**src/sv/sacl_ram.sv**
```systemverilog
module sacl_ram #(
  parameter int WIDTH = 8,
  parameter int DEPTH = 16
) (
  input  logic                                     clk,
  input  logic                                     we,
  input  logic [((DEPTH > 1) ? $clog2(DEPTH) : 1)-1:0] waddr,
  input  logic [WIDTH-1:0]                         wdata,
  input  logic                                     re,
  input  logic [((DEPTH > 1) ? $clog2(DEPTH) : 1)-1:0] raddr,
  output logic [WIDTH-1:0]                         rdata
);

  logic [WIDTH-1:0] mem [DEPTH];

  always_ff @(posedge clk) begin
    if (we) begin
      mem[waddr] <= wdata;
    end
    if (re) begin
      rdata <= mem[raddr];
    end
  end

endmodule

```
**config.mk**
```make
export PLATFORM = sky130hd
export DESIGN_NAME = sacl_ram
export DESIGN_NICKNAME = d
export VERILOG_FILES = /design/src/sv/sacl_ram.sv
export SDC_FILE = /design/constraint.sdc
export NUM_CORES = 1
export LEC_CHECK = 0
export BUFFER_PORTS_ARGS = -buffer_cell sky130_fd_sc_hd__buf_2
export CORE_MARGIN = 2
export CORE_UTILIZATION = 57
export CTS_BUF_LIST = sky130_fd_sc_hd__clkbuf_4
export DETAILED_ROUTE_END_ITERATION = 8
export HOLD_SLACK_MARGIN = 0.05
export MAX_ROUTING_LAYER = met4
export PLACE_DENSITY_LB_ADDON = 0.1
export SETUP_SLACK_MARGIN = 0.15
export SYNTH_ARGS = -nofsm -noshare
export SYNTH_HDL_FRONTEND = slang
export SYNTH_SLANG_ARGS = --single-unit
```
**constraint.sdc**
```tcl
create_clock -name clk -period 1.5 [get_ports clk]
set_input_delay 0.075 -clock clk [delete_from_list [all_inputs] [get_ports clk]]
set_output_delay 0.075 -clock clk [all_outputs]
set_load 0.01 [all_outputs]
```
==> results_dict.tcl <==
set metrics [dict create \
    syn_area_per_cell_um2 22.8 \
    rsz0062_at_grt "yes" \
    drive_gt1_frac 0.355 \
    track_usage 0.216 \
    worst_pin_slew_ns 0.412 \
    ys_warn_count 0 \
    power.leakage_nw 2.04 \
    fp.coreArea_um2 8810 \
    cts-root-buf "clkbuf_4" \
    grt_pass1_vias 2611 \
    cts_max_level 4 \
    gp_congestion 0.729 \
    ios 27 \
    post_drt_wl_per_cell_um 22.7 \
    cts_tree "yes" \
    insertion_delay_ns 0.47 \
    routed_wl_um 9470 \
    irDropWorstVdd_mv 0.761 \
    whs_ns 0.159 \
    crit_type "flop to flop" \
    final_nets 316 \
    syn_area_um2 5230 \
    tns_ns 0 \
    dp.final_hpwl_um 6150 \
    grt_overflow 0 \
    worstPathMaxFanout 1 \
    syn2layout_area_growth_pct 15.8 \
    p_sw_frac 0.202 \
    nFillCells 551 \
    sequentialPowerShare 0.577 \
    cp.arrival_ns 1.65 \
    rows 34 \
    pwr-share-clk 0.365 \
    dp.cells 377 \
    cp-end-kind "flop" \
    cts_inserted_buffers 17 \
    die_height_um 99.8 \
    max-cap-violations 0 \
    vias 2489 \
    max_freq_mhz 701 \
    dieArea_um2 9950 \
    crit_path_start_kind "flop" \
    clockBufferDepth 2 \
    finalCritPeriodShare 0.951 \
    die_w_um 99.8 \
    slew_headroom 0.725 \
    portBuffers 26 \
    ys_types 18 \
    antenna_found_initial 0 \
    yosysSeqAreaShare 0.781 \
    ys_seq_elements 136 \
    status "complete, no violations" \
    grt_max_degree 33 \
    drtIter0Drc 202 \
    drc 0 \
    cellPowerDensity_nw_per_um2 1230 \
    pwr-share-comb 0.058 \
    synthesis.nets 248 \
    hold_class "input pin to flop" \
    min_period_ns 1.43 \
    diodes 0 \
    internal-power_mw 5.95 \
    firstDrtPassIters 4 \
    clock_skew_ns 0.0177 \
    worstPathRequired_ns 1.72 \
    route.antenna.remaining_nets 0 \
    slew_viol_final 0 \
    final_hold_viol_count 0 \
    setup_viol 0 \
    initial_utilization 0.594 \
    viasPerCell 5.95 \
    finalInstanceArea_um2 6050 \
    post_cts_buffers 0 \
    place_area_um2 5630 \
    clk_pin_slew_ns 0.11 \
    grt_pass1_wl_um 14800 \
    place_ws_ns -0.166 \
    syn_inst 229 \
    p_sw_mw 1.50 \
    setup_slack_ns 0.0741 \
    clkSinkCount 136 \
    final_cells 418 \
]
==> cell type report <==
cell class	instances	area, µm²	area share
clock buffer	17	128	0.0211
tap	108	135	0.0223
timing repair buffer	59	438	0.0724
multi-input combinational	83	1060	0.175
clock inverter	15	206	0.0341
sequential	136	4080	0.675
==> metrics by stage <==
| step | utilization | power, mW |
|---|---|---|
| floorplan | - | 4.61 |
| global placement | 0.639 | 4.79 |
| detailed placement | 0.639 | 4.79 |
| CTS | 0.687 | 7.50 |
| global route | 0.687 | 7.72 |
| finish | 0.687 | 7.45 |
==> repair_timing <==
| action | in CTS | in global routing |
|---|---|---|
| endpoints found under the hold margin | 136 | 0 |
| hold buffers | 9 | 0 |
| setup endpoints to repair | 7 | 8 |
| pin swaps | 6 | 2 |
| gates resized for setup | 12 | 0 |
==> metal layers <==
metal | wire [µm] | vias up | share of wire | global-route usage
li1 | - | 1117 | - | -
met1 | 4290 | 1269 | 0.45 | 0.304
met2 | 4600 | 97 | 0.49 | 0.327
met3 | 507 | 6 | 0.054 | 0.0492
met4 | 74 | 0 | 0.0078 | 0.0590
met5 | 0 | - | 0 | -
==> synthesized netlist by cell type, drive strengths merged <==
library cell	count	area share
a22oi	16	0.023
and2	1	0.0012
and2b	1	0.0014
buf	7	0.011
clkdlybuf4s25	3	0.0057
edfxtp	136	0.78
mux4	32	0.15
nand2	9	0.0065
nand2b	2	0.0024
nand3	1	0.00096
nand3b	2	0.0029
nor2	13	0.0093
nor2b	1	0.0012
nor3	4	0.0038
or3b	1	0.0017
==> power by group through the flow <==
stage                     clock network, mW  logic, mW  registers (mW)
final                                  2.72      0.434            4.30
after CTS                              2.76      0.440            4.30
after global routing                   2.94      0.473            4.31
after global placement                    0      0.402            4.38
after detailed placement                  0      0.408            4.39
after floorplan                           0      0.219            4.39
==> path summary, 6_finish.rpt <==
kind	from	end	slack [ns]	cells past startpoint
max	mem[1][2]$_DFFE_PP_	rdata[2]$_DFFE_PP_	0.07	3
min reg2reg	mem[0][5]$_DFFE_PP_	rdata[5]$_DFFE_PP_	0.75	3
max reg2reg	mem[1][2]$_DFFE_PP_	rdata[2]$_DFFE_PP_	0.07	3
min	waddr[0]	mem[0][2]$_DFFE_PP_	0.16	3
==> worst max-delay path: stages, from the launching register on <==
cell	delay, ns
edfxtp_1	0.40
mux4_2	0.48
a22oi_2	0.22
nand2_1	0.08
==> cells in the final DEF (no fill, tap or decap) <==
cell type,Yosys,layout
edfxtp_1,136,136
buf_2,3,26
mux4_2,18,25
buf_4,1,21
clkbuf_4,0,17
nor2_1,13,13
a22oi_1,16,11
nand2_1,9,9
dlygate4sd3_1,0,9
mux4_1,14,7
a22oi_2,0,5
bufinv_16,0,5
clkinv_1,0,4
nor3_1,4,3
clkinv_2,0,3
buf_12,0,3
nand3b_1,2,2
nand2b_1,2,2
clkinv_4,0,2
nor2b_1,1,1
and2_1,1,1
and2b_1,1,1
nand3_1,1,1
or3b_2,1,1
nor3_2,0,1
inv_6,0,1
==> flip-flops by register name (all words and copies together), names as in the netlist <==
| register | count |
|---|---|
| mem | 128 |
| rdata | 8 |
==> kinds of logic after synthesis <==
group / count (synthesis) / synth area share
simple gates: 35 / 0.0314
buf+inv: 10 / 0.0165
compound gates: 16 / 0.0230
flops: 136 / 0.781
mux: 32 / 0.148
No activity file was read; power rests on OpenSTA's default activity.
