===== src/sv/sacl_pkg.sv =====
package sacl_pkg;

  localparam int DEF_MAX_LINES  = 1024;
  localparam int DEF_MAX_WAYS   = 8;
  localparam int DEF_ADDR_WIDTH = 32;

  localparam int CNT_W     = 28;
  localparam int SET_OUT_W = 10;
  localparam int WAY_OUT_W = 3;
  localparam int CFG_AW    = 4;
  localparam int CFG_DW    = 32;
  localparam int FLD_W     = 4;
  localparam int WCNT_W    = 5;

  localparam logic [CNT_W-1:0] STAMP_LIMIT = 28'hfffffff;

  localparam logic [1:0] REG_OFFSET_BITS = 2'd0;
  localparam logic [1:0] REG_SET_BITS    = 2'd1;
  localparam logic [1:0] REG_WAYS        = 2'd2;

  typedef struct packed {
    logic [FLD_W-1:0]  offset_bits;
    logic [FLD_W-1:0]  set_bits;
    logic [WCNT_W-1:0] ways;
  } cfg_eff_t;

endpackage


===== src/sv/sacl_sel.sv =====
module sacl_sel #(
  parameter int MAX_WAYS   = sacl_pkg::DEF_MAX_WAYS,
  parameter int ADDR_WIDTH = sacl_pkg::DEF_ADDR_WIDTH
) (
  input  logic [ADDR_WIDTH+sacl_pkg::CNT_W:0]     ent [MAX_WAYS],
  input  logic [ADDR_WIDTH-1:0]                   tag,
  input  logic [sacl_pkg::WCNT_W-1:0]             ways,
  output logic                                    hit,
  output logic [((MAX_WAYS > 1) ? $clog2(MAX_WAYS) : 1)-1:0] way
);
  import sacl_pkg::*;

  localparam int WAY_W = (MAX_WAYS > 1) ? $clog2(MAX_WAYS) : 1;
  localparam int ENT_W = 1 + ADDR_WIDTH + CNT_W;

  always_comb begin
    logic             found;
    logic             found_valid;
    logic [WAY_W-1:0] way_f;
    logic [WAY_W-1:0] way_l;
    logic [CNT_W-1:0] best;
    found       = 1'b0;
    found_valid = 1'b0;
    way_f       = '0;
    for (int i = MAX_WAYS - 1; i >= 0; i--) begin
      if (WCNT_W'(i) < ways &&
          (!ent[i][ENT_W-1] || ent[i][ENT_W-2:CNT_W] == tag)) begin
        found       = 1'b1;
        found_valid = ent[i][ENT_W-1];
        way_f       = WAY_W'(i);
      end
    end
    best  = ent[0][CNT_W-1:0];
    way_l = '0;
    for (int i = 1; i < MAX_WAYS; i++) begin
      if (WCNT_W'(i) < ways && ent[i][CNT_W-1:0] < best) begin
        best  = ent[i][CNT_W-1:0];
        way_l = WAY_W'(i);
      end
    end
    hit = found && found_valid;
    way = found ? way_f : way_l;
  end

endmodule


===== config.mk =====
export PLATFORM = sky130hd
export DESIGN_NAME = sacl_sel
export DESIGN_NICKNAME = d
export VERILOG_FILES = /design/src/sv/sacl_pkg.sv /design/src/sv/sacl_sel.sv
export SDC_FILE = /design/constraint.sdc
export NUM_CORES = 1
export LEC_CHECK = 0
export BUFFER_PORTS_ARGS = -buffer_cell sky130_fd_sc_hd__buf_2
export CORE_AREA = 2 2 207 209
export DETAILED_ROUTE_END_ITERATION = 8
export DIE_AREA = 0 0 209 211
export PLACE_DENSITY = 0.6
export SYNTH_ARGS = -nofsm -noshare
export SYNTH_HDL_FRONTEND = slang
export SYNTH_SLANG_ARGS = --single-unit
export TNS_END_PERCENT = 50

===== constraint.sdc =====
create_clock -name vclk -period 30.1
set_input_delay 4.515 -clock vclk [all_inputs]
set_output_delay 4.515 -clock vclk [all_outputs]
set_load 0.01 [all_outputs]

==> impl_metrics.yaml <==
logic_synthesis:
  yosysSeqAreaShare_pct: 0
  synth_area_um2: 10300
  ys_warn_count: 0
  syn_inst: 1453
  syn_nets: 2159
  synth_top_cell_area_share_pct: 22.0
  synth_common_cells: "205 x xor2_1, 181 x ha_1, 148 x a21oi_1, 113 x inv_1, 90 x nor2_1"
  yosys.area.top_type: "ha_1"
  synth_cell_types: 72
  yosys-top-cells-area: "ha_1 22%, xor2_1 17%, a21oi_1 7.2%, xnor2_1 4.8%, inv_1 4.1%"
  synth_most_common_cell: "xor2_1"
  synth_area_per_cell_um2: 7.09
route:
  ant_nets: 0
  num_vias: 12700
  viasPerCell: 5.13
  finalWirelength_um: 54500
  drc: 0
  routedWlPerCell_um: 22.1
  drtIter0Drc: 494
  firstDrtPassIters: 5
worst_setup_path:
  crit_cells: 89
  crit_buf_inv: 8
  arrival_ns: 23.59
  path_class: "in -> out"
  startpoint_type: "input port"
  required_ns: 25.59
  cp_common_cell: "a21oi_1"
  crit_path_max_incr_delay_ns: 0.62
  end_kind: "primary output"
  critical-path-top-delay-family: "compound AO/OA/AOI/OAI gates"
  critPathMaxFanout: 41
  cp_slowest_cell: "a21oi_4"
cells_and_area:
  nNetsFinal: 2627
  seq_cells: 0
  area_delta_synth_final_pct: 30.4
  clock_buffers: 0
  drive_gt1_share_pct: 30.4
  fill_cells: 4599
  seqCellArea_um2: 0
  fin_area_um2: 13400
timing:
  hold_viol_final: 0
  rsz0062_at_grt: "no"
  period_share_pct: 93.4
  fin_tns_setup_ns: 0
  slew_viol_final: 0
  max_freq_mhz: 35.6
  maxSlewHeadroom_pct: 22.0
  tightest_slew_ns: 1.17
  period_needed_ns: 28.10
  whs_ns: 9.44
  setup_viol: 0
floorplanning:
  die_area_um2: 44100
  initial_core_util_pct: 24.7
  fp-row-count: 75
  die_h_um: 211
  fp.dieW_um: 209
  ios: 529
  core_um2: 41800
placed_design:
  place_area_um2: 13400
  gp_congestion: 0.970
  dpl.hpwl_um: 49500
  io_buffer_count: 529
hold_path:
  hp-class: "in -> out"
  min_path_cells: 4
grt:
  antenna_found_initial: 18
  grt_pass1_wl_um: 79300
  grt_pass1_vias: 13300
  grt.overflow.total: 0
  grt.total_usage_pct: 23.7
  grt_max_degree: 43
power:
  swShare_pct: 58.3
  power_switching_mw: 0.341
  peakVddDrop_mv: 0.0266
  powerDensity_nw_per_um2: 43.6
  p_seq_share_pct: 0
  total_leakage_power_nw: 6.82
  power.internal_mw: 0.244
  comb_power_share_pct: 100.0
  power_frac_clock_pct: 0
cts:
  cts_setup_buffers: 0
  cts_resized: 0
  cts.hold.buffers_added: 0
job:
  maxCapViolCount: 0
status:
  status: "finished, final reports clean"
## per-stage QoR
step	cells	util [%]	power, mW	worst slack (ns)
2_1_floorplan	1453	-	0.418	5.35
3_3_place_gp	2457	32.1	0.568	1.86
3_5_place_dp	2457	32.1	0.582	1.40
4_1_cts	2457	32.1	0.585	1.34
5_1_grt	2468	32.2	0.659	0.145
6_report	2469	32.2	0.585	2.00
## final timing paths
kind | end | slack [ns] | startpoint
max | way[1] | 2.00 | ent[379]
min | hit | 9.44 | ent[487]
## logic make-up (layout without fill, tap and decap cells)
kind of cell	count (synthesis)	count (layout)	share of synthesized area, %
AOI/OAI and AO/OA	355	356	21.5
xor gates and xnor gates	261	261	22.2
adders and majority gates	182	182	22.1
buffers and inverters	184	649	7.10
muxes	57	57	5.85
other	0	11	0
and+or+nand+nor	414	414	21.2
## tightest hold or removal path: stages
cell	delay, ns
buf_2	0.09
nor2_1	0.12
nor3_1	0.06
buf_2	0.13
## cells in the final DEF (no fill, tap or decap), drive strengths merged, types with 56 or more instances in the layout
cell type | synthesis | layout
xnor2 | 56 | 56
inv | 113 | 113
buf | 12 | 536
nor4 | 61 | 61
a21oi | 151 | 152
nand2 | 80 | 80
xor2 | 205 | 205
nor2 | 90 | 90
o21ai | 74 | 74
ha | 181 | 181
## layout make-up
cell class                 count  area [µm²]  area share [%]
timing repair buffer         536        2700            20.1
tap                          539         674            5.02
multi-input combinational   1270        9610            71.5
inverter                     113         424            3.16
antenna                       11        27.5           0.205
## power by group through the flow
stage	Combinational, mW	Clock [mW]	Sequential [mW]
floorplan	0.418	0	0
global placement	0.568	0	0
detailed placement	0.582	0	0
CTS	0.585	0	0
global route	0.659	0.0000000447	0
finish	0.585	0.0000000493	0
## per-layer routing
layer  wire length [µm]  track usage, %  up-vias  share of wire, %
li1                   -               -     6172                 -
met4               2400            9.58       12               4.4
met1              19900            24.2     5885                36
met2              29200            47.9      493                54
met3               2940            3.30      113               5.4
met5                 70               0        -              0.13
Note: power is estimated with default switching activity, not from simulation.
