File: src/sv/sacl_pkg.sv
package sacl_pkg;

  localparam int DEF_MAX_LINES  = 1024;
  localparam int DEF_MAX_WAYS   = 8;
  localparam int DEF_ADDR_WIDTH = 32;

  localparam int CNT_W     = 28;
  localparam int SET_OUT_W = 10;
  localparam int WAY_OUT_W = 3;
  localparam int CFG_AW    = 4;
  localparam int CFG_DW    = 32;
  localparam int FLD_W     = 4;
  localparam int WCNT_W    = 5;

  localparam logic [CNT_W-1:0] STAMP_LIMIT = 28'hfffffff;

  localparam logic [1:0] REG_OFFSET_BITS = 2'd0;
  localparam logic [1:0] REG_SET_BITS    = 2'd1;
  localparam logic [1:0] REG_WAYS        = 2'd2;

  typedef struct packed {
    logic [FLD_W-1:0]  offset_bits;
    logic [FLD_W-1:0]  set_bits;
    logic [WCNT_W-1:0] ways;
  } cfg_eff_t;

endpackage

File: src/sv/sacl_cfg.sv
module sacl_cfg #(
  parameter int MAX_LINES = sacl_pkg::DEF_MAX_LINES,
  parameter int MAX_WAYS  = sacl_pkg::DEF_MAX_WAYS
) (
  input  logic                          clk,
  input  logic                          rst_n,
  input  logic                          psel,
  input  logic                          penable,
  input  logic                          pwrite,
  input  logic [sacl_pkg::CFG_AW-1:0]   paddr,
  input  logic [sacl_pkg::CFG_DW-1:0]   pwdata,
  output logic [sacl_pkg::CFG_DW-1:0]   prdata,
  output logic                          pready,
  output sacl_pkg::cfg_eff_t            eff,
  output logic                          clr
);
  import sacl_pkg::*;

  logic [FLD_W-1:0] offset_bits_r, offset_bits_nxt;
  logic [FLD_W-1:0] set_bits_r, set_bits_nxt;
  logic [FLD_W-1:0] ways_r, ways_nxt;
  cfg_eff_t         eff_r, eff_nxt;
  logic             wr;
  logic [1:0]       idx;

  assign pready = 1'b1;
  assign wr     = psel && penable && pwrite;
  assign idx    = paddr[3:2];
  assign eff    = eff_r;

  always_comb begin
    offset_bits_nxt = offset_bits_r;
    set_bits_nxt    = set_bits_r;
    ways_nxt        = ways_r;
    clr             = 1'b0;
    prdata          = '0;
    unique case (idx)
      REG_OFFSET_BITS: begin
        prdata = CFG_DW'(offset_bits_r);
        if (wr) begin
          offset_bits_nxt = pwdata[FLD_W-1:0];
          clr             = 1'b1;
        end
      end
      REG_SET_BITS: begin
        prdata = CFG_DW'(set_bits_r);
        if (wr) begin
          set_bits_nxt = pwdata[FLD_W-1:0];
          clr          = 1'b1;
        end
      end
      REG_WAYS: begin
        prdata = CFG_DW'(ways_r);
        if (wr) begin
          ways_nxt = pwdata[FLD_W-1:0];
          clr      = 1'b1;
        end
      end
      default: begin
        prdata = '0;
      end
    endcase
  end

  always_comb begin
    logic [WCNT_W-1:0] w;
    w = WCNT_W'(ways_r);
    if (w == '0) begin
      w = WCNT_W'(1);
    end
    if (int'(w) > MAX_WAYS) begin
      w = WCNT_W'(MAX_WAYS);
    end
    if (int'(w) > MAX_LINES) begin
      w = WCNT_W'(MAX_LINES);
    end
    eff_nxt.offset_bits = offset_bits_r;
    eff_nxt.ways        = w;
    eff_nxt.set_bits    = '0;
    for (int k = 1; k < 16; k++) begin
      if (k <= int'(set_bits_r) && ((32'd1 << k) * 32'(w)) <= 32'(MAX_LINES)) begin
        eff_nxt.set_bits = FLD_W'(k);
      end
    end
  end

  always_ff @(posedge clk) begin
    if (!rst_n) begin
      offset_bits_r <= FLD_W'(4);
      set_bits_r    <= FLD_W'(6);
      ways_r        <= FLD_W'(1);
      eff_r         <= '0;
    end else begin
      offset_bits_r <= offset_bits_nxt;
      set_bits_r    <= set_bits_nxt;
      ways_r        <= ways_nxt;
      eff_r         <= eff_nxt;
    end
  end

endmodule

File: config.mk
export PLATFORM = sky130hd
export DESIGN_NAME = sacl_cfg
export DESIGN_NICKNAME = d
export VERILOG_FILES = /design/src/sv/sacl_pkg.sv /design/src/sv/sacl_cfg.sv
export SDC_FILE = /design/constraint.sdc
export NUM_CORES = 1
export LEC_CHECK = 0
export BUFFER_PORTS_ARGS = -buffer_cell sky130_fd_sc_hd__buf_2
export CORE_MARGIN = 1
export CORE_UTILIZATION = 42
export CTS_BUF_LIST = sky130_fd_sc_hd__clkbuf_4
export DETAILED_ROUTE_END_ITERATION = 10
export GPL_ROUTABILITY_DRIVEN = 0
export PLACE_DENSITY = 0.86
export SYNTH_ARGS = -nofsm -noshare
export SYNTH_HDL_FRONTEND = slang
export SYNTH_SLANG_ARGS = --single-unit
File: constraint.sdc
create_clock -name clk -period 1.3 [get_ports clk]
set_input_delay 0.065 -clock clk [delete_from_list [all_inputs] [get_ports clk]]
set_output_delay 0.065 -clock clk [all_outputs]
set_load 0.1 [all_outputs]
==> flow_summary_export.csv, run 1 <==
group,metric,value,unit
routing,drc,0,
routing,firstDrtPassIters,4,
cts,cts-buffers-inserted,3,
layout,area_delta_synth_final,20.35,%
placed_design,post-dp-hpwl,1708,µm
sta,clock.fmax,758.4,MHz
synthesis,yosysWarnings,0,
setup_path,crit_chain,"buf_6 > mux2i_1 > o21ai_2 > buf_12",
sta,finalSetupViolCount,1,
sta,finalClockSkew,6.862,ps
setup_path,critical_path.max_stage_delay,370,ps
worst_hold_path,holdCritPathClass,"in -> reg",
routing,first_iter_violations,19,
synthesis,syn_inst,138,
die,initial_core_util,44.37,%
routing,viasPerCell,4.825,
synthesis,synth.avg_cell_area,8.867,µm²
layout,fillCellCount,239,
grt,grt_pass1_wl,3919,µm
sta,slew_violations,0,
routing,wl_per_cell,11.78,µm
cts,cts_tree,"built",
cts,clk_path_buf_depth,2,
setup_path,worstSetupPathType,"reg -> out",
grt,grt_pass1_vias,847,
grt,grt_max_degree,24,
setup_path,crit_family,"flip-flops",
synthesis,ys_types,29,
synthesis,ys_ff_latch,24,
synthesis,synth_top_area_share,39.26,%
layout,layout-drive-gt1-share,31.95,%
sta,finalCritPeriodShare,101.4,%
cts,ctsHtreeMaxLevel,1,
grt,grtUsageTotal,16.37,%
setup_path,path_max_fanout,4,
setup_path,worst-path-buf-inv,2,
routing,vias,965,
synthesis,synth_largest_area_cell,"dfxtp_1",
layout,final_nets,212,
outcome,violations,"setup timing",
cts,cts_hold_buf,0,
routing,routed_wl,2356,µm
cts,clock-root-buffer,"clkbuf_4",
cts,clk_pin_slew,120,ps
sta,rsz0062_at_grt,"yes",
run,cap_violations,0,
synthesis,yosys-top-cells-area,"dfxtp_1 (39%), buf_4 (18%), mux2i_1 (9.8%)",
die,die_h,55.98,µm
sta,timing.hold.ws,19.70,ps
routing,route.antenna.remaining_nets,0,
die,core_area,2758,µm²
cts,clock_latency,320,ps
sta,min_period,1319,ps
layout,antenna_cells,0,
sta,hold_violations,0,
placed_design,port_buffers,27,
outcome,outcome,"complete, but fails checks",
die,die_width,55.98,µm
synthesis,syn-cell-area,1224,µm²
sta,timing.final.ws_setup,-18.61,ps
pwr,powerDensity,1182,nW/µm²
setup_path,slowest_stage,"dfxtp_2",
grt,antenna_found_initial,0,
grt,grt_remaining_overflow,0,
setup_path,critPathArrivalTime,1250,ps
synthesis,ys_seq_area_share,39.26,%
setup_path,start_kind,"flip-flop",
cts,clock_sinks,24,
setup_path,crit_path_end_kind,"output port",
die,rows,19,
die,num_io_pins,88,
setup_path,critPathRequiredTime,1240,ps
pwr,vdd_drop_max,0.7620,mV
die,dieArea,3133,µm²
pwr,leakage,0.6743,nW
pwr,power,1.741,mW
[kinds of logic (layout without fill, tap and decap cells)]
group                  Yosys count  after routing  synth area share, %
buffers and inverters           38             41                21.27
flip-flops                      24             24                39.26
AO/OA/AOI/OAI                   20             20                10.43
AND/OR/NAND/NOR                 42             42                18.61
multiplexers                    12             12                9.816
other                            2             30               0.6137
[Yosys cell counts]
library cell  instances
a2111o_1              1
a21boi_0              3
a21boi_1              1
a21oi_1               2
and2_1                5
and2b_1               1
and3_1                1
buf_2                 3
buf_4                30
clkbuf_1              1
clkbuf_2              1
conb_1                2
dfxtp_1              24
inv_1                 3
mux2i_1              12
nand2_1              12
nand2b_1              1
nand2b_2              1
nand3_1               6
nor2_1                4
nor2b_1               6
nor3_1                2
nor3_2                1
nor3b_2               1
o21a_1                2
o21ai_0               8
o22ai_1               2
o41ai_1               1
or4_1                 1
[repair_timing]
item	in CTS	in global routing
setup buffers	0	1
pin swaps	0	1
gates cloned	0	0
gates resized for setup	3	6
endpoints found under the setup margin	3	6
[worst min-delay path: cells and delay by family]
family | cells | cell delay (ps)
simple gates | 2 | 150
buf+inv | 1 | 110
[state kept, by name, summed over array words and instances (netlist names)]
register / count
offset_bits_r: 4
ways_r: 4
eff: 12
set_bits_r: 4
[cell type report]
class | instances | area, µm² | share of cell area (%)
multi-input cells | 104 | 636.9 | 43.25
clock buffers | 3 | 22.52 | 1.529
well taps | 31 | 38.79 | 2.634
repair buffers | 35 | 274.0 | 18.61
flip-flops and latches | 24 | 489.2 | 33.22
inverters | 3 | 11.26 | 0.7647
[report_power, final]
group | switching [mW] | internal (mW)
clock | 0.214 | 0.109
combinational | 0.575 | 0.0855
sequential | 0.00769 | 0.751
[final timing paths]
check             depth (start not counted)              from        end  slack, ps
hold / removal                            3         pwdata[0]  ways_r[0]         20
setup / recovery                          4     set_bits_r[3]  prdata[3]        -20
setup reg to reg                          3         ways_r[3]     eff[6]         70
hold reg to reg                           2  offset_bits_r[0]     eff[9]        460
[through the flow]
stage	setup WS [ps]	cell area (µm²)	utilization, %	setup TNS (ps)	std cells
5_1_grt	-80.17	1473	53.40	-80.17	200
2_1_floorplan	-77.66	1370	-	-77.66	166
6_report	-18.61	1473	53.40	-18.61	200
3_5_place_dp	117.5	1423	51.59	0	196
3_3_place_gp	135.0	1423	51.59	0	196
4_1_cts	-11.21	1449	52.54	-11.21	199
[per-layer routing]
layer / part of all wire [%] / global-route usage [%] / routed length, µm
met4: 1.9 / 7.317 / 44
met3: 5.6 / 4.186 / 131
met1: 40 / 18.10 / 934
met5: 0 / 0 / 0
met2: 53 / 29.25 / 1245
[layout by cell type, fill, tap and decap left out, types with 2 or more instances in the layout]
cell	n
conb_1	30
buf_2	22
dfxtp_1	17
mux2i_1	12
nand2_1	12
buf_4	7
dfxtp_2	7
nor2b_1	6
nand3_1	6
and2_1	5
buf_12	5
nor2_1	4
o21ai_0	4
o21ai_4	3
inv_1	3
a21boi_0	3
clkbuf_4	3
nor3_1	2
o21a_1	2
o22ai_1	2
No activity file was read; power rests on OpenSTA's default activity.
==> inputs of run 2 (changes only) <==
--- a/config.mk
+++ b/config.mk
@@ -5,6 +5,7 @@
 export SDC_FILE = /design/constraint.sdc
 export NUM_CORES = 1
 export LEC_CHECK = 0
+export ABC_AREA = 1
 export BUFFER_PORTS_ARGS = -buffer_cell sky130_fd_sc_hd__buf_2
 export CORE_MARGIN = 1
 export CORE_UTILIZATION = 42
==> run 2 against run 1 <==
Effect of this change: the run now ends clean; sequential share of layout area is 0.084 points lower; first-iteration DRC count is 32% higher; global-route usage is 2.2 points lower; synthesized cell count is 16% higher; cell count is 13% higher; power is 2.1% higher; design area is 0.51% higher; critical path depth is 1 lower; combinational power is 6.4% higher; largest power group unchanged.
==> flow_summary_export.csv, run 2 <==
group,metric,value,unit
synthesis,synth_top_family_by_area,"buffers and inverters",
die,core_area,2758,µm²
routing,viasPerCell,4.342,
setup_path,worstSetupPathType,"reg -> out",
synthesis,synth.area.mux_share,0,%
cts,clk_path_buf_depth,2,
layout,multi_input_area,589.3,µm²
setup_path,start_kind,"flip-flop",
routing,vias,977,
routing,firstDrtPassIters,4,
pwr,vdd_drop_max,0.8935,mV
cts,cts_tree,"built",
grt,grt_pass1_wl,3394,µm
setup_path,path_max_fanout,2,
worst_hold_path,holdCritPathClass,"in -> reg",
routing,drc,0,
layout,ff_latch_area,490.5,µm²
synthesis,synth-main-ff-cell,"dfxtp_1",
layout,final_nets,237,
cts,clock_sinks,24,
pwr,p_comb_share,39.5,%
cts,cts-buffers-inserted,3,
cts,clk_pin_slew,120,ps
layout,largest_reg_flops,12,
synthesis,synthSimpleGateAreaFrac,23.60,%
run,cap_violations,0,
die,num_io_pins,88,
setup_path,crit_path_end_kind,"output port",
routing,wl_per_cell,9.547,µm
die,initial_core_util,44.42,%
routing,routed_wl,2148,µm
grt,grt_pass1_vias,804,
die,dieArea,3137,µm²
pwr,p_int,0.9475,mW
synthesis,synth-edff-count,0,
synthesis,yosys-top-cells-area,"dfxtp_1 (39%), buf_4 (19%), nand2_1 (6.7%)",
setup_path,critPathArrivalTime,1230,ps
setup_path,worst-path-buf-inv,2,
sta,clock.fmax,770.9,MHz
layout,area_delta_synth_final,20.84,%
sta,hold_violations,0,
pwr,seqPwrFrac,42.9,%
routing,route.antenna.remaining_nets,0,
synthesis,synth_fa_ha_area_share,0,%
placed_design,port_buffers,27,
sta,finalClockSkew,6.460,ps
synthesis,synthTopCellsByCount,"buf_4 (31), dfxtp_1 (24), nand2_1 (22), nor2_1 (22), inv_1 (12)",
setup_path,slowest_stage,"dfxtp_4",
synthesis,yosysWarnings,0,
grt,grtUsageTotal,14.18,%
synthesis,synth_compound_area_share,10.73,%
synthesis,synth_top_area_share,39.22,%
layout,layout-drive-gt1-share,35.57,%
die,die_width,56.01,µm
placed_design,post-dp-hpwl,1683,µm
pwr,powerDensity,1201,nW/µm²
pwr,switching_share,46.70,%
sta,finalCritPeriodShare,99.78,%
synthesis,synthArstFlopShare,0,%
sta,min_period,1297,ps
synthesis,syn-cell-area,1225,µm²
outcome,outcome,"complete, no violations",
grt,grt_max_degree,20,
die,rows,19,
synthesis,syn_inst,160,
cts,clock_latency,310,ps
setup_path,crit_chain,"inv_4 > o211ai_1 > buf_12",
layout,mostFrequentLayoutCell,"conb_1",
pwr,leakage,0.7543,nW
synthesis,ys_seq_area_share,39.22,%
synthesis,synth_largest_area_cell,"dfxtp_1",
sta,timing.hold.ws,18.55,ps
pwr,switchingPower,0.8302,mW
synthesis,ys_types,20,
routing,first_iter_violations,25,
pwr,power,1.778,mW
setup_path,critPathRequiredTime,1240,ps
sta,slew_violations,0,
cts,clock-root-buffer,"clkbuf_4",
sta,timing.final.ws_setup,2.891,ps
cts,ctsHtreeMaxLevel,1,
setup_path,critical_path.max_stage_delay,380,ps
placed_design,dpl_worst_slack,252.8,ps
setup_path,crit_family,"flip-flops",
synthesis,synth.avg_cell_area,7.656,µm²
sta,rsz0062_at_grt,"yes",
sta,finalSetupViolCount,0,
synthesis,synth_xor_area_share,0,%
pwr,p_clk_share,17.7,%
die,die_h,56.01,µm
grt,grt_remaining_overflow,0,
layout,layout_common_cells,"conb_1 (30), buf_2 (23), nand2_1 (22), nor2_1 (22), dfxtp_1 (18)",
synthesis,synthMostInstantiatedCell,"buf_4",
synthesis,ys_ff_latch,24,
grt,antenna_found_initial,0,
layout,antenna_cells,0,
layout,fillCellCount,267,
[run 2: cell count changes after synthesis, moves of 7 or more]
cell and change:
inv_2 +9, nor2_1 +18, inv_1 +9, mux2i_1 -12, o21ai_1 +7, nand2_1 +10
[run 2: tightest hold or removal path: stages]
cell and delay, ps:
buf_2 110, nand2_1 50, o211ai_1 60
[run 2: timing repair]
item	4_1_cts	5_1_grt
hold endpoints to repair	1	0
hold buffers	1	0
endpoints found under the setup margin	4	4
pin swaps	2	3
buffers inserted	4	2
resized for setup	5	3
[run 2: area by class of cell]
| cell class | instances | share of cell area (%) |
|---|---|---|
| inverters | 21 | 5.495 |
| repair buffers | 35 | 17.41 |
| multi-input cells | 111 | 39.81 |
| well taps | 31 | 2.620 |
| clock buffers | 3 | 1.522 |
| flip-flops and latches | 24 | 33.14 |
[run 2: through the flow]
step | TNS, ps | cell area (µm²) | utilization [%] | std cells
3_3_place_gp | 0 | 1380 | 50.05 | 215
5_1_grt | -44.90 | 1480 | 53.68 | 225
3_5_place_dp | 0 | 1380 | 50.05 | 215
4_1_cts | -32.33 | 1451 | 52.63 | 223
2_1_floorplan | -736.6 | 1376 | - | 188
6_report | 0 | 1480 | 53.68 | 225
[run 2: power by group through the flow]
stage | clock, mW | combinational (mW) | sequential [mW]
detailed placement | 0 | 0.690 | 0.781
floorplan | 0 | 0.589 | 0.869
finish | 0.314 | 0.702 | 0.762
global placement | 0 | 0.686 | 0.781
global route | 0.356 | 0.720 | 0.764
CTS | 0.324 | 0.697 | 0.762
[run 2: final timing paths]
kind | cells after the start | slack, ps | startpoint | to
hold reg to reg | 2 | 460 | offset_bits_r[0] | eff[9]
setup / recovery | 3 | 3 | ways_r[2] | prdata[2]
hold / removal | 3 | 20 | pwdata[0] | ways_r[0]
setup reg to reg | 5 | 320 | ways_r[0] | eff[7]
[run 2: per-layer routing]
| metal | wire length [µm] | GRT usage [%] | share of wire, % |
|---|---|---|---|
| met5 | 0 | 0 | 0 |
| met2 | 1137 | 26.02 | 53 |
| met4 | 24 | 7.317 | 1.1 |
| met3 | 140 | 4.186 | 6.5 |
| met1 | 845 | 14.33 | 39 |
[run 2: logic make-up (layout without fill, tap and decap cells)]
logic type | after synthesis | in the layout
other | 2 | 30
and+or+nand+nor | 60 | 60
DFF | 24 | 24
AOI/OAI and AO/OA | 21 | 21
buffers and inverters | 53 | 59
==> inputs of run 3 (changes only) <==
==> constraint.sdc (replaced) <==
create_clock -name clk -period 1.37 [get_ports clk]
set_input_delay 0.0685 -clock clk [delete_from_list [all_inputs] [get_ports clk]]
set_output_delay 0.0685 -clock clk [all_outputs]
set_load 0.1 [all_outputs]
==> run 3 against run 2 <==
Effect of this change: die area unchanged; sequential power down 5.0%; worst hold slack worse by 14 ps; clock power down 6%; critical path type unchanged; critical endpoint unchanged; largest power group unchanged.
==> flow_summary_export.csv, run 3 (same netlist as run 2, synthesis figures left out) <==
group,metric,value,unit
outcome,outcome,"complete, no violations",
setup_path,crit_path_end_kind,"output port",
setup_path,r2r-end,"eff[7]",
sta,rsz0062_at_grt,"yes",
setup_path,start_kind,"flip-flop",
cts,clk_pin_slew,120,ps
die,num_io_pins,88,
layout,layout-drive-gt1-share,33.33,%
die,initial_core_util,44.42,%
placed_design,post-dp-hpwl,1683,µm
worst_hold_path,holdCritPathClass,"in -> reg",
die,die_h,56.01,µm
layout,mostFrequentLayoutCell,"conb_1",
grt,grt_remaining_overflow,0,
pwr,vdd_drop_max,0.8320,mV
routing,wl_per_cell,9.514,µm
layout,final_util,51.91,%
grt,grtUsageTotal,13.99,%
sta,timing.hold.ws,4.850,ps
setup_path,r2r_setup_slack,420,ps
cts,clock_latency,310,ps
setup_path,worstSetupPathType,"reg -> out",
setup_path,critPathRequiredTime,1300,ps
setup_path,critPathArrivalTime,1280,ps
pwr,powerDensity,1172,nW/µm²
die,dieArea,3137,µm²
routing,firstDrtPassIters,4,
pwr,leakage,0.7330,nW
routing,first_iter_violations,19,
routing,drc,0,
die,rows,19,
routing,route.antenna.remaining_nets,0,
worst_hold_path,holdPathEnd,"set_bits_r[2]",
placed_design,dp.cells,215,
die,core_area,2758,µm²
layout,final_nets,232,
die,die_width,56.01,µm
run,cap_violations,0,
layout,antenna_cells,0,
worst_hold_path,hold_depth,3,
cts,ctsHtreeMaxLevel,1,
grt,grt_pass1_wl,3332,µm
grt,grt_pass1_vias,781,
sta,hold_violations,0,
setup_path,r2r_start,"ways_r[2]",
layout,area_delta_synth_final,16.85,%
routing,routed_wl,2093,µm
sta,finalSetupViolCount,0,
grt,antenna_found_initial,0,
setup_path,r2r_cells,5,
cts,cts_hold_buf,0,
routing,viasPerCell,4.377,
cts,cts_tree,"built",
sta,fin_tns_setup,0,ps
sta,clock.fmax,740.3,MHz
layout,largest_reg_flops,12,
routing,vias,963,
layout,fillCellCount,271,
layout,post_layout_nonfiller_instances,220,
sta,min_period,1351,ps
cts,clock-root-buffer,"clkbuf_4",
cts,clock_sinks,24,
worst_hold_path,hp-start,"pwdata[2]",
sta,finalCritPeriodShare,98.60,%
placed_design,port_buffers,27,
setup_path,path_max_fanout,3,
sta,slew_violations,0,
layout,layout_common_cells,"conb_1 (30), buf_2 (23), nand2_1 (22), nor2_1 (22), dfxtp_1 (20)",
cts,cts-buffers-inserted,3,
grt,grt_max_degree,20,
cts,clk_path_buf_depth,2,
pwr,power,1.678,mW
sta,finalClockSkew,7.312,ps
## run 3: cell count changes in the layout (fill, tap and decap cells not counted), sizes merged
cell / before / now
dlygate4sd3: 1 / 0
clkbuf: 3 / 4
buf: 34 / 29
## run 3: worst max-delay path by stage
stage | slack (ps) | to | start | depth (start not counted)
after global routing | -40 | prdata[2] | ways_r[2] | 3
after floorplan | -540 | prdata[2] | ways_r[2] | 2
after global placement | 350 | prdata[2] | paddr[2] | 5
after CTS | 2 | prdata[2] | ways_r[2] | 3
final | 20 | prdata[2] | ways_r[2] | 3
after detailed placement | 320 | prdata[2] | paddr[2] | 5
## run 3: cell type report
type	count	area (µm²)	share of cell area, %
well taps	31	38.79	2.710
multi-input cells	111	578.1	40.38
inverters	21	81.33	5.682
clock buffers	3	22.52	1.573
repair buffers	30	222.7	15.56
flip-flops and latches	24	488.0	34.09
## run 3: stage by stage
stage          instance area, µm²  setup slack, ps
4_1_cts                      1403            2.007
2_1_floorplan                1376           -539.2
5_1_grt                      1431           -39.98
3_5_place_dp                 1380            315.8
3_3_place_gp                 1380            345.9
6_report                     1431            19.14
## run 3: worst max-delay path: stages (launching register included)
cell       delay [ps]
dfxtp_4           390
inv_4              30
o211ai_1          280
clkbuf_16         270
## run 3: routing by layer
metal  GRT usage (%)  share of wire (%)  up-vias
li1                -                  -      495
met1           14.18                 39      429
met2           25.51                 53       35
met3           4.186                6.1        4
met4           7.317                2.2        0
met5               0                  0        -
## run 3: timing repair
| item | in CTS | in global routing |
|---|---|---|
| resized for setup | 0 | 6 |
| buffers inserted | 0 | 2 |
| hold endpoints to repair | 0 | 0 |
| endpoints found under the setup margin | 1 | 4 |
| pin swaps | 1 | 1 |
## run 3: report_power, final
part | internal [mW] | switching [mW]
logic | 0.0771 | 0.581
clock network | 0.103 | 0.194
registers | 0.715 | 0.00850
total | 0.895 | 0.783
